`config.mk`:
```
export PLATFORM = sky130hd
export DESIGN_NAME = source_text_tokenizer_unit
export DESIGN_NICKNAME = d
export VERILOG_FILES = /design/src/design/stt_pkg.sv /design/src/design/source_text_tokenizer_unit.sv /design/src/design/stt_scan_core.sv /design/src/design/stt_tok_queue.sv
export SDC_FILE = /design/constraint.sdc
export NUM_CORES = 1
export LEC_CHECK = 0
export ABC_CLOCK_PERIOD_IN_PS = 12400
export BUFFER_PORTS_ARGS = -buffer_cell sky130_fd_sc_hd__buf_2
export CAP_MARGIN = 20
export CORE_MARGIN = 1
export CORE_UTILIZATION = 30
export DETAILED_ROUTE_END_ITERATION = 10
export PLACE_DENSITY = 0.45
export SYNTH_ARGS = -nofsm -noshare
export SYNTH_HDL_FRONTEND = slang
export SYNTH_SLANG_ARGS = --single-unit
```
`constraint.sdc`:
```
create_clock -name clk_i -period 12.4 [get_ports clk_i]
set_clock_uncertainty 0.1 [all_clocks]
set_input_delay 0.62 -clock clk_i [delete_from_list [all_inputs] [get_ports clk_i]]
set_output_delay 0.62 -clock clk_i [all_outputs]
set_load 0.005 [all_outputs]
```
`src/design/stt_pkg.sv`:
```
// shared constants, token types and character class helpers of the tokenizer
package stt_pkg;

  // position counter width; token_start reports its low 16 bits
  localparam int unsigned POS_BITS = 16;
  localparam int unsigned KIND_W = 5;
  localparam int unsigned OFS_W = 16;
  localparam int unsigned WIN_W = 48;
  localparam int unsigned Q_DEPTH = 4;
  localparam int unsigned Q_IDX_W = $clog2(Q_DEPTH);
  localparam int unsigned Q_CNT_W = $clog2(Q_DEPTH + 1);

  localparam logic [KIND_W-1:0] KIND_EOF       = 5'd0;
  localparam logic [KIND_W-1:0] KIND_IDENT     = 5'd1;
  localparam logic [KIND_W-1:0] KIND_INT       = 5'd2;
  localparam logic [KIND_W-1:0] KIND_FLOAT     = 5'd3;
  localparam logic [KIND_W-1:0] KIND_KW_FN     = 5'd4;
  localparam logic [KIND_W-1:0] KIND_KW_INT    = 5'd5;
  localparam logic [KIND_W-1:0] KIND_KW_FLOAT  = 5'd6;
  localparam logic [KIND_W-1:0] KIND_KW_RETURN = 5'd7;
  localparam logic [KIND_W-1:0] KIND_PLUS      = 5'd8;
  localparam logic [KIND_W-1:0] KIND_MINUS     = 5'd9;
  localparam logic [KIND_W-1:0] KIND_STAR      = 5'd10;
  localparam logic [KIND_W-1:0] KIND_SLASH     = 5'd11;
  localparam logic [KIND_W-1:0] KIND_ASSIGN    = 5'd12;
  localparam logic [KIND_W-1:0] KIND_LPAREN    = 5'd13;
  localparam logic [KIND_W-1:0] KIND_RPAREN    = 5'd14;
  localparam logic [KIND_W-1:0] KIND_LBRACE    = 5'd15;
  localparam logic [KIND_W-1:0] KIND_RBRACE    = 5'd16;
  localparam logic [KIND_W-1:0] KIND_COLON     = 5'd17;
  localparam logic [KIND_W-1:0] KIND_SEMI      = 5'd18;
  localparam logic [KIND_W-1:0] KIND_COMMA     = 5'd19;
  localparam logic [KIND_W-1:0] KIND_ERROR     = 5'd20;

  // keyword patterns, last character in the low byte
  localparam logic [WIN_W-1:0] KW_FN     = 48'h0000_0000_666E;
  localparam logic [WIN_W-1:0] KW_INT    = 48'h0000_0069_6E74;
  localparam logic [WIN_W-1:0] KW_FLOAT  = 48'h0066_6C6F_6174;
  localparam logic [WIN_W-1:0] KW_RETURN = 48'h7265_7475_726E;

  typedef struct packed {
    logic [KIND_W-1:0] kind;
    logic [OFS_W-1:0]  start;
    logic [OFS_W-1:0]  length;
    logic              last;
  } tok_t;

  // what one scanned byte produces
  typedef struct packed {
    logic [1:0] count;
    tok_t       tok0;
    tok_t       tok1;
  } step_res_t;

  function automatic logic is_alpha(input logic [7:0] b);
    return (b >= 8'h41 && b <= 8'h5A) || (b >= 8'h61 && b <= 8'h7A) || b == 8'h5F;
  endfunction

  function automatic logic is_digit(input logic [7:0] b);
    return b >= 8'h30 && b <= 8'h39;
  endfunction

  function automatic logic is_space(input logic [7:0] b);
    return b == 8'h20 || (b >= 8'h09 && b <= 8'h0D);
  endfunction

  // zero means not a punctuation character
  function automatic logic [KIND_W-1:0] punct_kind(input logic [7:0] b);
    logic [KIND_W-1:0] k;
    case (b)
      8'h2B:   k = KIND_PLUS;
      8'h2D:   k = KIND_MINUS;
      8'h2A:   k = KIND_STAR;
      8'h2F:   k = KIND_SLASH;
      8'h3D:   k = KIND_ASSIGN;
      8'h28:   k = KIND_LPAREN;
      8'h29:   k = KIND_RPAREN;
      8'h7B:   k = KIND_LBRACE;
      8'h7D:   k = KIND_RBRACE;
      8'h3A:   k = KIND_COLON;
      8'h3B:   k = KIND_SEMI;
      8'h2C:   k = KIND_COMMA;
      default: k = KIND_EOF;
    endcase
    return k;
  endfunction

  function automatic logic [KIND_W-1:0] ident_kind(input logic [WIN_W-1:0] w);
    logic [KIND_W-1:0] k;
    if (w == KW_FN) k = KIND_KW_FN;
    else if (w == KW_INT) k = KIND_KW_INT;
    else if (w == KW_FLOAT) k = KIND_KW_FLOAT;
    else if (w == KW_RETURN) k = KIND_KW_RETURN;
    else k = KIND_IDENT;
    return k;
  endfunction

endpackage

```
`src/design/source_text_tokenizer_unit.sv`:
```
// top level of the byte-serial source text tokenizer
//
// usage:
//   source text enters one byte per item on the s_axis channel; byte zero
//   ends the text, flushes any open token, emits an eof token and returns
//   the scanner to its reset state (position zero)
//   tokens leave on the m_axis channel: kind, start offset and length in
//   tdata, tlast set on the final token caused by one input byte
//   a byte inside an identifier or number, or whitespace that closes no token, gives no token
// timing:
//   a byte is captured in the input register, scanned once the queue has
//   room and its tokens are written to a four-entry token queue, from
//   whose registered head the first token is offered on m_axis
//   one byte per cycle is taken as long as the queue has room for two
//   tokens; the queue hands out one token per output transfer
// reset and stall:
//   rst_ni clears the scanner and empties the queue
//   when m_axis_tready_i is low the queue fills and s_axis_tready_o drops
//   once fewer than two free entries remain; nothing is dropped
module source_text_tokenizer_unit import stt_pkg::*; (
  input  logic        clk_i,
  input  logic        rst_ni,
  // input byte channel
  input  logic        s_axis_tvalid_i,
  output logic        s_axis_tready_o,
  input  logic [7:0]  s_axis_tdata_i,   // [7:0] text_byte
  // token channel
  output logic        m_axis_tvalid_o,
  input  logic        m_axis_tready_i,
  output logic [39:0] m_axis_tdata_o,   // [4:0] token_kind, [20:5] token_offset,
                                        // [36:21] token_length, [39:37] zero
  output logic        m_axis_tlast_o    // last_of_run
);

  logic [7:0] byte_q;
  logic       byte_vld_q;
  logic       room;
  logic       step;
  step_res_t  res;
  tok_t       tok;

  // the held byte is scanned once the queue can take both possible tokens
  assign step            = byte_vld_q && room;
  assign s_axis_tready_o = !byte_vld_q || step;

  always_ff @(posedge clk_i) begin
    if (s_axis_tvalid_i && s_axis_tready_o) begin
      byte_q <= s_axis_tdata_i;
    end
  end

  always_ff @(posedge clk_i or negedge rst_ni) begin
    if (!rst_ni) begin
      byte_vld_q <= 1'b0;
    end else if (s_axis_tready_o) begin
      byte_vld_q <= s_axis_tvalid_i;
    end
  end

  stt_scan_core u_scan (
    .clk_i       (clk_i),
    .rst_ni      (rst_ni),
    .step_en_i   (step),
    .text_byte_i (byte_q),
    .res_o       (res)
  );

  stt_tok_queue u_queue (
    .clk_i   (clk_i),
    .rst_ni  (rst_ni),
    .push_i  (step),
    .res_i   (res),
    .room_o  (room),
    .valid_o (m_axis_tvalid_o),
    .ready_i (m_axis_tready_i),
    .tok_o   (tok)
  );

  assign m_axis_tdata_o = {3'b000, tok.length, tok.start, tok.kind};
  assign m_axis_tlast_o = tok.last;

endmodule

```
`src/design/stt_scan_core.sv`:
```
// scanner state and the one-byte next-state and token logic
module stt_scan_core import stt_pkg::*; (
  input  logic       clk_i,
  input  logic       rst_ni,
  input  logic       step_en_i,
  input  logic [7:0] text_byte_i,
  output step_res_t  res_o
);

  localparam logic [1:0] MODE_START = 2'd0;
  localparam logic [1:0] MODE_IDENT = 2'd1;
  localparam logic [1:0] MODE_INT   = 2'd2;
  localparam logic [1:0] MODE_FLOAT = 2'd3;

  logic [1:0]          mode_q, mode_d;
  logic [POS_BITS-1:0] pos_q, pos_d;
  logic [POS_BITS-1:0] origin_q, origin_d;
  logic [WIN_W-1:0]    win_q, win_d;
  logic                halted_q, halted_d;

  logic [POS_BITS-1:0] pos_inc;
  logic [POS_BITS-1:0] diff;
  logic [32:0]         diff_ext;
  logic [32:0]         pos_ext;
  logic [32:0]         origin_ext;
  logic [OFS_W-1:0]    pend_len;
  logic [KIND_W-1:0]   pend_kind;
  logic [KIND_W-1:0]   pk;
  logic                pend_vld, new_vld, cont;
  tok_t                pend_tok, new_tok;

  assign pos_inc    = (pos_q == {POS_BITS{1'b1}}) ? pos_q : pos_q + 1'b1;
  assign diff       = pos_q - origin_q;
  assign diff_ext   = 33'(diff);
  assign pos_ext    = 33'(pos_q);
  assign origin_ext = 33'(origin_q);
  assign pend_len   = (diff_ext > 33'd65535) ? 16'hFFFF : diff_ext[15:0];
  assign pk         = punct_kind(text_byte_i);

  always_comb begin
    case (mode_q)
      MODE_IDENT: pend_kind = ident_kind(win_q);
      MODE_INT:   pend_kind = KIND_INT;
      MODE_FLOAT: pend_kind = KIND_FLOAT;
      default:    pend_kind = KIND_EOF;
    endcase
  end

  always_comb begin
    mode_d   = mode_q;
    pos_d    = pos_q;
    origin_d = origin_q;
    win_d    = win_q;
    halted_d = halted_q;
    pend_vld = 1'b0;
    new_vld  = 1'b0;
    cont     = 1'b0;
    pend_tok = '{kind: pend_kind, start: origin_ext[15:0], length: pend_len, last: 1'b0};
    new_tok  = '{kind: KIND_EOF, start: pos_ext[15:0], length: 16'd0, last: 1'b0};

    if (text_byte_i == 8'h00) begin
      // end of text: pending token, then eof, then back to reset state
      pend_vld = !halted_q && (mode_q != MODE_START);
      new_vld  = 1'b1;
      mode_d   = MODE_START;
      pos_d    = '0;
      origin_d = '0;
      win_d    = '0;
      halted_d = 1'b0;
    end else if (!halted_q) begin
      case (mode_q)
        MODE_IDENT: begin
          if (is_alpha(text_byte_i) || is_digit(text_byte_i)) begin
            cont  = 1'b1;
            pos_d = pos_inc;
            if (win_q[47:40] != 8'h00) win_d = '1;
            else win_d = {win_q[39:0], text_byte_i};
          end
        end
        MODE_INT: begin
          if (is_digit(text_byte_i)) begin
            cont  = 1'b1;
            pos_d = pos_inc;
          end else if (text_byte_i == 8'h2E) begin
            cont   = 1'b1;
            mode_d = MODE_FLOAT;
            pos_d  = pos_inc;
          end
        end
        MODE_FLOAT: begin
          if (is_digit(text_byte_i)) begin
            cont  = 1'b1;
            pos_d = pos_inc;
          end
        end
        default: ;
      endcase

      if (!cont) begin
        // terminating byte: close any pending token, rescan from start
        pend_vld = (mode_q != MODE_START);
        mode_d   = MODE_START;
        win_d    = '0;
        if (is_space(text_byte_i)) begin
          pos_d = pos_inc;
        end else if (is_alpha(text_byte_i)) begin
          mode_d   = MODE_IDENT;
          origin_d = pos_q;
          win_d    = {40'd0, text_byte_i};
          pos_d    = pos_inc;
        end else if (is_digit(text_byte_i)) begin
          mode_d   = MODE_INT;
          origin_d = pos_q;
          pos_d    = pos_inc;
        end else if (pk != KIND_EOF) begin
          new_vld        = 1'b1;
          new_tok.kind   = pk;
          new_tok.length = 16'd1;
          pos_d          = pos_inc;
        end else begin
          new_vld        = 1'b1;
          new_tok.kind   = KIND_ERROR;
          new_tok.length = 16'd1;
          halted_d       = 1'b1;
        end
      end
    end

    // the final token of the byte carries the last flag
    new_tok.last = 1'b1;
    res_o.tok1   = new_tok;
    if (pend_vld && new_vld) begin
      res_o.count = 2'd2;
      res_o.tok0  = pend_tok;
    end else if (pend_vld) begin
      res_o.count     = 2'd1;
      res_o.tok0      = pend_tok;
      res_o.tok0.last = 1'b1;
    end else if (new_vld) begin
      res_o.count = 2'd1;
      res_o.tok0  = new_tok;
    end else begin
      res_o.count = 2'd0;
      res_o.tok0  = new_tok;
    end
  end

  always_ff @(posedge clk_i or negedge rst_ni) begin
    if (!rst_ni) begin
      mode_q   <= MODE_START;
      pos_q    <= '0;
      origin_q <= '0;
      win_q    <= '0;
      halted_q <= 1'b0;
    end else if (step_en_i) begin
      mode_q   <= mode_d;
      pos_q    <= pos_d;
      origin_q <= origin_d;
      win_q    <= win_d;
      halted_q <= halted_d;
    end
  end

endmodule

```
`src/design/stt_tok_queue.sv`:
```
// small token queue, takes up to two tokens a cycle and hands out one when the reader is ready
module stt_tok_queue import stt_pkg::*; (
  input  logic      clk_i,
  input  logic      rst_ni,
  input  logic      push_i,
  input  step_res_t res_i,
  output logic      room_o,
  output logic      valid_o,
  input  logic      ready_i,
  output tok_t      tok_o
);

  tok_t               mem_q [Q_DEPTH];
  logic [Q_IDX_W-1:0] wr_q, wr_d;
  logic [Q_IDX_W-1:0] rd_q, rd_d;
  logic [Q_CNT_W-1:0] cnt_q, cnt_d;
  logic [Q_IDX_W-1:0] wr_next;
  logic [1:0]         n_push;
  logic               pop;

  assign room_o  = cnt_q <= Q_CNT_W'(Q_DEPTH - 2);
  assign valid_o = cnt_q != '0;
  assign tok_o   = mem_q[rd_q];
  assign pop     = valid_o && ready_i;
  assign n_push  = push_i ? res_i.count : 2'd0;
  assign wr_next = wr_q + 1'b1;

  always_comb begin
    wr_d  = wr_q + Q_IDX_W'(n_push);
    rd_d  = pop ? rd_q + 1'b1 : rd_q;
    cnt_d = cnt_q + Q_CNT_W'(n_push) - Q_CNT_W'(pop);
  end

  always_ff @(posedge clk_i) begin
    if (n_push != 2'd0) begin
      mem_q[wr_q] <= res_i.tok0;
    end
    if (n_push == 2'd2) begin
      mem_q[wr_next] <= res_i.tok1;
    end
  end

  always_ff @(posedge clk_i or negedge rst_ni) begin
    if (!rst_ni) begin
      wr_q  <= '0;
      rd_q  <= '0;
      cnt_q <= '0;
    end else begin
      wr_q  <= wr_d;
      rd_q  <= rd_d;
      cnt_q <= cnt_d;
    end
  end

endmodule
```
Word level (Yosys, flattened, before mapping)
Memory sizes are Yosys's and may differ from the RTL's.
Cells that the tools add are included.

word-level totals
  output and inout bits = 43
  logic and storage cells = 174
  RAM bits = 152
  bits in registers = 99
  bits of input ports = 12
  memories = 1

cells by class
  reduce and logical (&&, ||, !) cells = 27
  $add $sub $neg = 7
  muxes and demuxes = 87
  $lt $le $gt $ge = 10
  equal/unequal tests = 32

memory list
  memory         depth  bits a word  read ports  clocked after Yosys merged registers in  write ports  RTL line             source
  u_queue.mem_q  4      38           1           0                                        2            stt_tok_queue.sv:13  tok_t mem_q [Q_DEPTH];

operators by type and width
  cell                                                                count
  2-to-1 mux 16 bit                                                   24
  2-to-1 mux 48 bit                                                   7
  == test 8 x 6 -> 1 bit (second input constant)                      12
  2-to-1 mux 40 bit                                                   2
  case mux 5 bit (12 select lines)                                    1
  2-to-1 mux 5 bit                                                    10
  == test 48 x 15 -> 1 bit (second input constant)                    1
  == test 48 x 23 -> 1 bit (second input constant)                    1
  == test 48 x 39 -> 1 bit (second input constant)                    1
  == test 48 x 47 -> 1 bit (second input constant)                    1
  case mux 16 bit (3 select lines)                                    1
  2-to-1 mux 39 bit                                                   1
  2-to-1 mux 1 bit                                                    27
  == test 8 x 7 -> 1 bit (second input constant)                      3
  2-to-1 mux 2 bit                                                    10
  adder 16 x 1 -> 16 bit (second input constant)                      1
  == test 16 bit (second input constant)                              1
  greater-or-equal comparator 8 x 7 -> 1 bit (second input constant)  2
  > comparator 16 bit (second input constant)                         1
  less-or-equal comparator 8 x 7 -> 1 bit (second input constant)     2
  subtractor 16 bit                                                   1
  case mux 5 bit (3 select lines)                                     1
  AND reduction 5 bit                                                 2
  logical AND 1 bit                                                   9
  other kinds (27)                                                    41

Logic depth before layout (Yosys ltp)
  depth after elaboration = 19
  mapped depth = 15
  depth with buffers taken out = 11

Modules after synthesis
From an unflattened synthesis, not the netlist that was laid out.

unflattened totals
  cells, all modules = 1130
  area, all modules = 13938.4 um2

modules (own cells, without submodules)
  module                      seq. area each (um2)  times used  cells each  area an instance (um2)
  stt_tok_queue               4739.5                1           416         7810.0
  stt_scan_core               2077.0                1           697         5801.8
  source_text_tokenizer_unit  265.3                 1           17          326.6

Worst setup path before layout
No wires, ideal clock.

  kind = reg2reg
  from = register byte_q[7]
  to = memory u_queue.mem_q[1][17] (netlist name) (enable)
  stages on the path, launching flop included = 14
  setup slack = 8.267 ns
  arrival = 3.683 ns
  path buffers = 3
  path through = edfxtp_1 or3_1 buf_2 nor4_1 or3_1 or2_1 inv_2 ha_1 clkbuf_1 o21ai_0 nor2_1 a21oi_1 clkbuf_1 inv_1

RTL lines
  item                      RTL line                          source
  start: declaration        source_text_tokenizer_unit.sv:35  logic [7:0] byte_q;
  start signal: assignment  source_text_tokenizer_unit.sv:48  byte_q <= s_axis_tdata_i;
  end: declaration          stt_tok_queue.sv:13

==> flow_summary.yaml <==
outcome:
  outcome: "complete, no violations"
yosys:
  synthArstFlopShare_pct: 36.3
  synth.top_cell.area_share_pct: 22.8
  synth_warnings: 0
  synth_area_sq_um: 12600
  synth_edf_count: 96
  synth_seq_cells: 251
  ys.flop_type: "edfxtp_1"
  seq_area_frac_synth_pct: 51.0
  yosysUniqueCellTypes: 82
  syn_inst: 1181
  syn_area_per_cell_sq_um: 10.7
  yosys.area.top_type: "edfxtp_1"
  ys_top_cells_by_area: "edfxtp_1 23%, dfrtp_1 18%, dfxtp_1 10%"
floorplanning:
  fp.dieArea_sq_um: 42900
  fp.dieH_um: 207
  coreArea_sq_um: 41200
  die_w_um: 207
  io_pins: 55
  start_util_pct: 30.7
  rows: 74
placed_design:
  place_ws_ns: 7.14
  port_buffers: 51
  gp_congestion: 0.801
  dpl.hpwl_mm: 24.4
timing:
  post-route-min-period_ns: 5.31
  fin_ws_ns: 7.09
  setup_violations: 0
  worstMarginPinSlew_ns: 1.14
  hold_violations: 0
  fin_crit_sh_pct: 42.8
  slew_violations: 0
  setup_tns_ns: 0
  grt_setup_unrepaired: "no"
  fmax_mhz: 188
  slew_headroom_pct: 23.6
clocking:
  clk_latency_ns: 0.57
  clk_pin_slew_ns: 0.06
  cts-resized-gates: 0
  max-clock-path-buffers: 3
  clock-sinks: 251
  numCtsBuffers: 28
  clockRootBuffer: "clkbuf_16"
  cts_tree: "built"
  htreeDepth: 1
worst_setup_path:
  path_cells: "and4b_1 -> nor4_1 -> a2111oi_0 -> or2_1 -> inv_2 -> ha_1 -> nor2_1 -> nor2_1 -> nand3_1 -> o21ai_4 -> a22o_1"
  crit_path_start_kind: "flip-flop"
  r2r-start: "byte_q[0]"
  endpoint_kind: "flip-flop"
  path_delay_family: "compound AO/OA/AOI/OAI gates"
  rr_endpoint: "u_queue.mem_q[3][32]"
  path_common_cell: "nor2_1"
  required_ns: 12.72
  r2r_slack_ns: 7.09
  max_stage_delay_ns: 0.82
  worstSetupPathType: "flip-flop to flip-flop"
  critPathMaxFanout: 19
  path_buf_inv: 1
  cp_slowest_cell: "o21ai_4"
  critPathArrivalTime_ns: 5.63
  r2r.worst_path.cells: 11
global_routing:
  grt_util_met3_pct: 2.32
  busiest_layer: "met2"
  grt_max_degree: 52
  grt_pass1_wl_mm: 58.0
  grtUsageTotal_pct: 17.2
  grt_pass1_vias: 9515
  grt_use_met2_pct: 29.6
  grt_util_met1_pct: 22.5
  antenna_found_initial: 0
  grt_overflow_total: 0
finish:
  diodes: 0
  syn_to_final_growth_pct: 13.4
  finalNetCount: 1230
  drive_gt1_share_pct: 14.2
routing:
  drc: 0
  wirelength_mm: 36.8
  vias: 9419
  first_iter_violations: 589
  drtAntennaViolNets: 0
  vias_per_cell: 5.39
  drtPass1Iterations: 5
  routedWlPerCell_um: 21.1
hold_path:
  worstHoldStart: "s_axis_tdata_i[3]"
  hp-class: "primary input to flip-flop"
  hold_depth: 1
  hold_end: "byte_q[3]"
pwr:
  clkPwrFrac_pct: 26.8
  power.leakage_nw: 5.33
  p_per_area_nw_per_um2: 216
  p_int_mw: 1.96
  switching_share_pct: 36.9
  pwr-share-seq_pct: 38.0
  ir_worst_vdd_v: 0.000104
  pwr-share-comb_pct: 35.3
  switchingPower_mw: 1.14
flow_run:
  drv_cap: 0
-- Yosys cell counts (4+ instances only) --
master    number
a211oi_1       6
a21o_1         9
a21oi_1       28
a22o_1       104
a31oi_1        5
a32o_1         4
and2_1         7
and3_1         6
and4_1         5
buf_1          6
buf_2         17
buf_4          7
clkbuf_1      57
dfrtp_1       91
dfxtp_1       64
edfxtp_1      96
ha_1          21
inv_1         31
mux4_2        38
nand2_1      135
nand2b_1      11
nand3_1       23
nand4_1        8
nor2_1       101
nor2b_1        7
nor3_1        16
nor3b_1        5
nor4_1        14
o211ai_1       6
o21a_1         6
o21ai_0       91
o21ai_1       11
o22ai_1       14
o31ai_1       12
or3_1         18
or4_1          9
xnor2_1       14
xor2_1         4
-- cell families (layout without fill, tap and decap cells) --
group,Yosys count,after routing,synth area share [%]
muxes,42,42,7.10
DFF,251,251,51.0
adders and majority gates,23,23,2.40
buffers and inverters,120,153,4.00
and+or+nand+nor,389,389,14.9
AOI/OAI and AO/OA,337,337,19.3
other,1,3,0.0297
xor gates and xnor gates,18,18,1.25
-- cells in the final DEF (no fill, tap or decap), types with 10 or more instances in the layout --
cell type / netlist / final
buf_4: 7 / 16
a21oi_1: 28 / 28
or3_1: 18 / 18
dfxtp_1: 64 / 64
nor2_1: 101 / 98
edfxtp_1: 96 / 96
nand2_1: 135 / 135
o21ai_1: 11 / 10
nand3_1: 23 / 23
a22o_1: 104 / 104
nor4_1: 14 / 14
o22ai_1: 14 / 14
nand2b_1: 11 / 11
nor3_1: 16 / 16
clkbuf_16: 0 / 28
ha_1: 21 / 21
inv_1: 31 / 31
dfrtp_1: 91 / 89
o31ai_1: 12 / 12
mux4_2: 38 / 38
buf_2: 17 / 50
xnor2_1: 14 / 14
o21ai_0: 91 / 91
-- power groups by stage --
stage | combinational (mW) | clock [mW] | sequential, mW
after floorplan | 0.773 | 0 | 1.11
after global placement | 1.08 | 0 | 1.20
after detailed placement | 1.09 | 0 | 1.21
after CTS | 1.09 | 0.857 | 1.19
after global routing | 1.20 | 0.887 | 1.20
final | 1.09 | 0.830 | 1.18
-- worst max path at each step --
stage / startpoint / end / slack (ns) / cells past startpoint
after global placement: byte_q[2] / u_queue.mem_q[2][24] / 7.29 / 10
final: byte_q[0] / u_queue.mem_q[3][32] / 7.09 / 11
after global routing: byte_q[2] / u_queue.mem_q[3][27] / 6.64 / 11
after floorplan: byte_q[7] / u_queue.mem_q[1][17] / 8.27 / 13
after CTS: byte_q[2] / u_queue.mem_q[3][32] / 7.11 / 11
after detailed placement: byte_q[2] / u_queue.mem_q[3][32] / 7.14 / 11
-- timing repair --
action                    4_1_cts  5_1_grt
hold buffers                    1        0
setup buffers                   0        0
hold endpoints to repair       40        0
-- registers in the layout, indices dropped and copies added (netlist names), 2 cells and up --
signal           count
u_queue.mem_q      152
u_scan.pos_q        16
u_scan.origin_q     16
u_queue.wr_q         2
byte_q               8
u_queue.rd_q         2
u_scan.win_q        48
u_queue.cnt_q        3
u_scan.mode_q        2
-- per-stage QoR --
step / utilization (%) / instances / cell area (sq um) / hold slack [ns] / total power [mW]
6_report: 34.8 / 1748 / 14300 / 0.142 / 3.10
2_1_floorplan: - / 1183 / 12600 / 0.224 / 1.88
4_1_cts: 34.7 / 1747 / 14300 / 0.112 / 3.14
3_3_place_gp: 32.3 / 1693 / 13300 / 0.331 / 2.28
5_1_grt: 34.8 / 1748 / 14300 / 0.117 / 3.29
3_5_place_dp: 32.4 / 1695 / 13400 / 0.340 / 2.30
-- worst register-to-register path: cells and delay by family (launching register included) --
kind                     cells  cell delay [ns]
AND/OR/NAND/NOR              6             1.76
buffers and inverters        1             0.16
flip-flops                   1             0.73
adder cells (fa/ha/maj)      1             0.56
AO/OA/AOI/OAI                3             1.87
-- routing by layer --
metal  vias to the layer above  share of wire [%]
li1                       4466                  -
met1                      4718                 44
met2                       185                 49
met3                        50                3.5
met4                         0                2.9
met5                         -                  0
-- cell type report --
type | instances | area [sq um]
timing repair buffer | 70 | 463
fill | 4162 | 26900
clock buffer | 46 | 862
clock inverter | 5 | 61.3
tap | 532 | 666
sequential | 251 | 6440
inverter | 32 | 120
multi-input combinational | 812 | 5710
(Power assumes the default switching activity.)
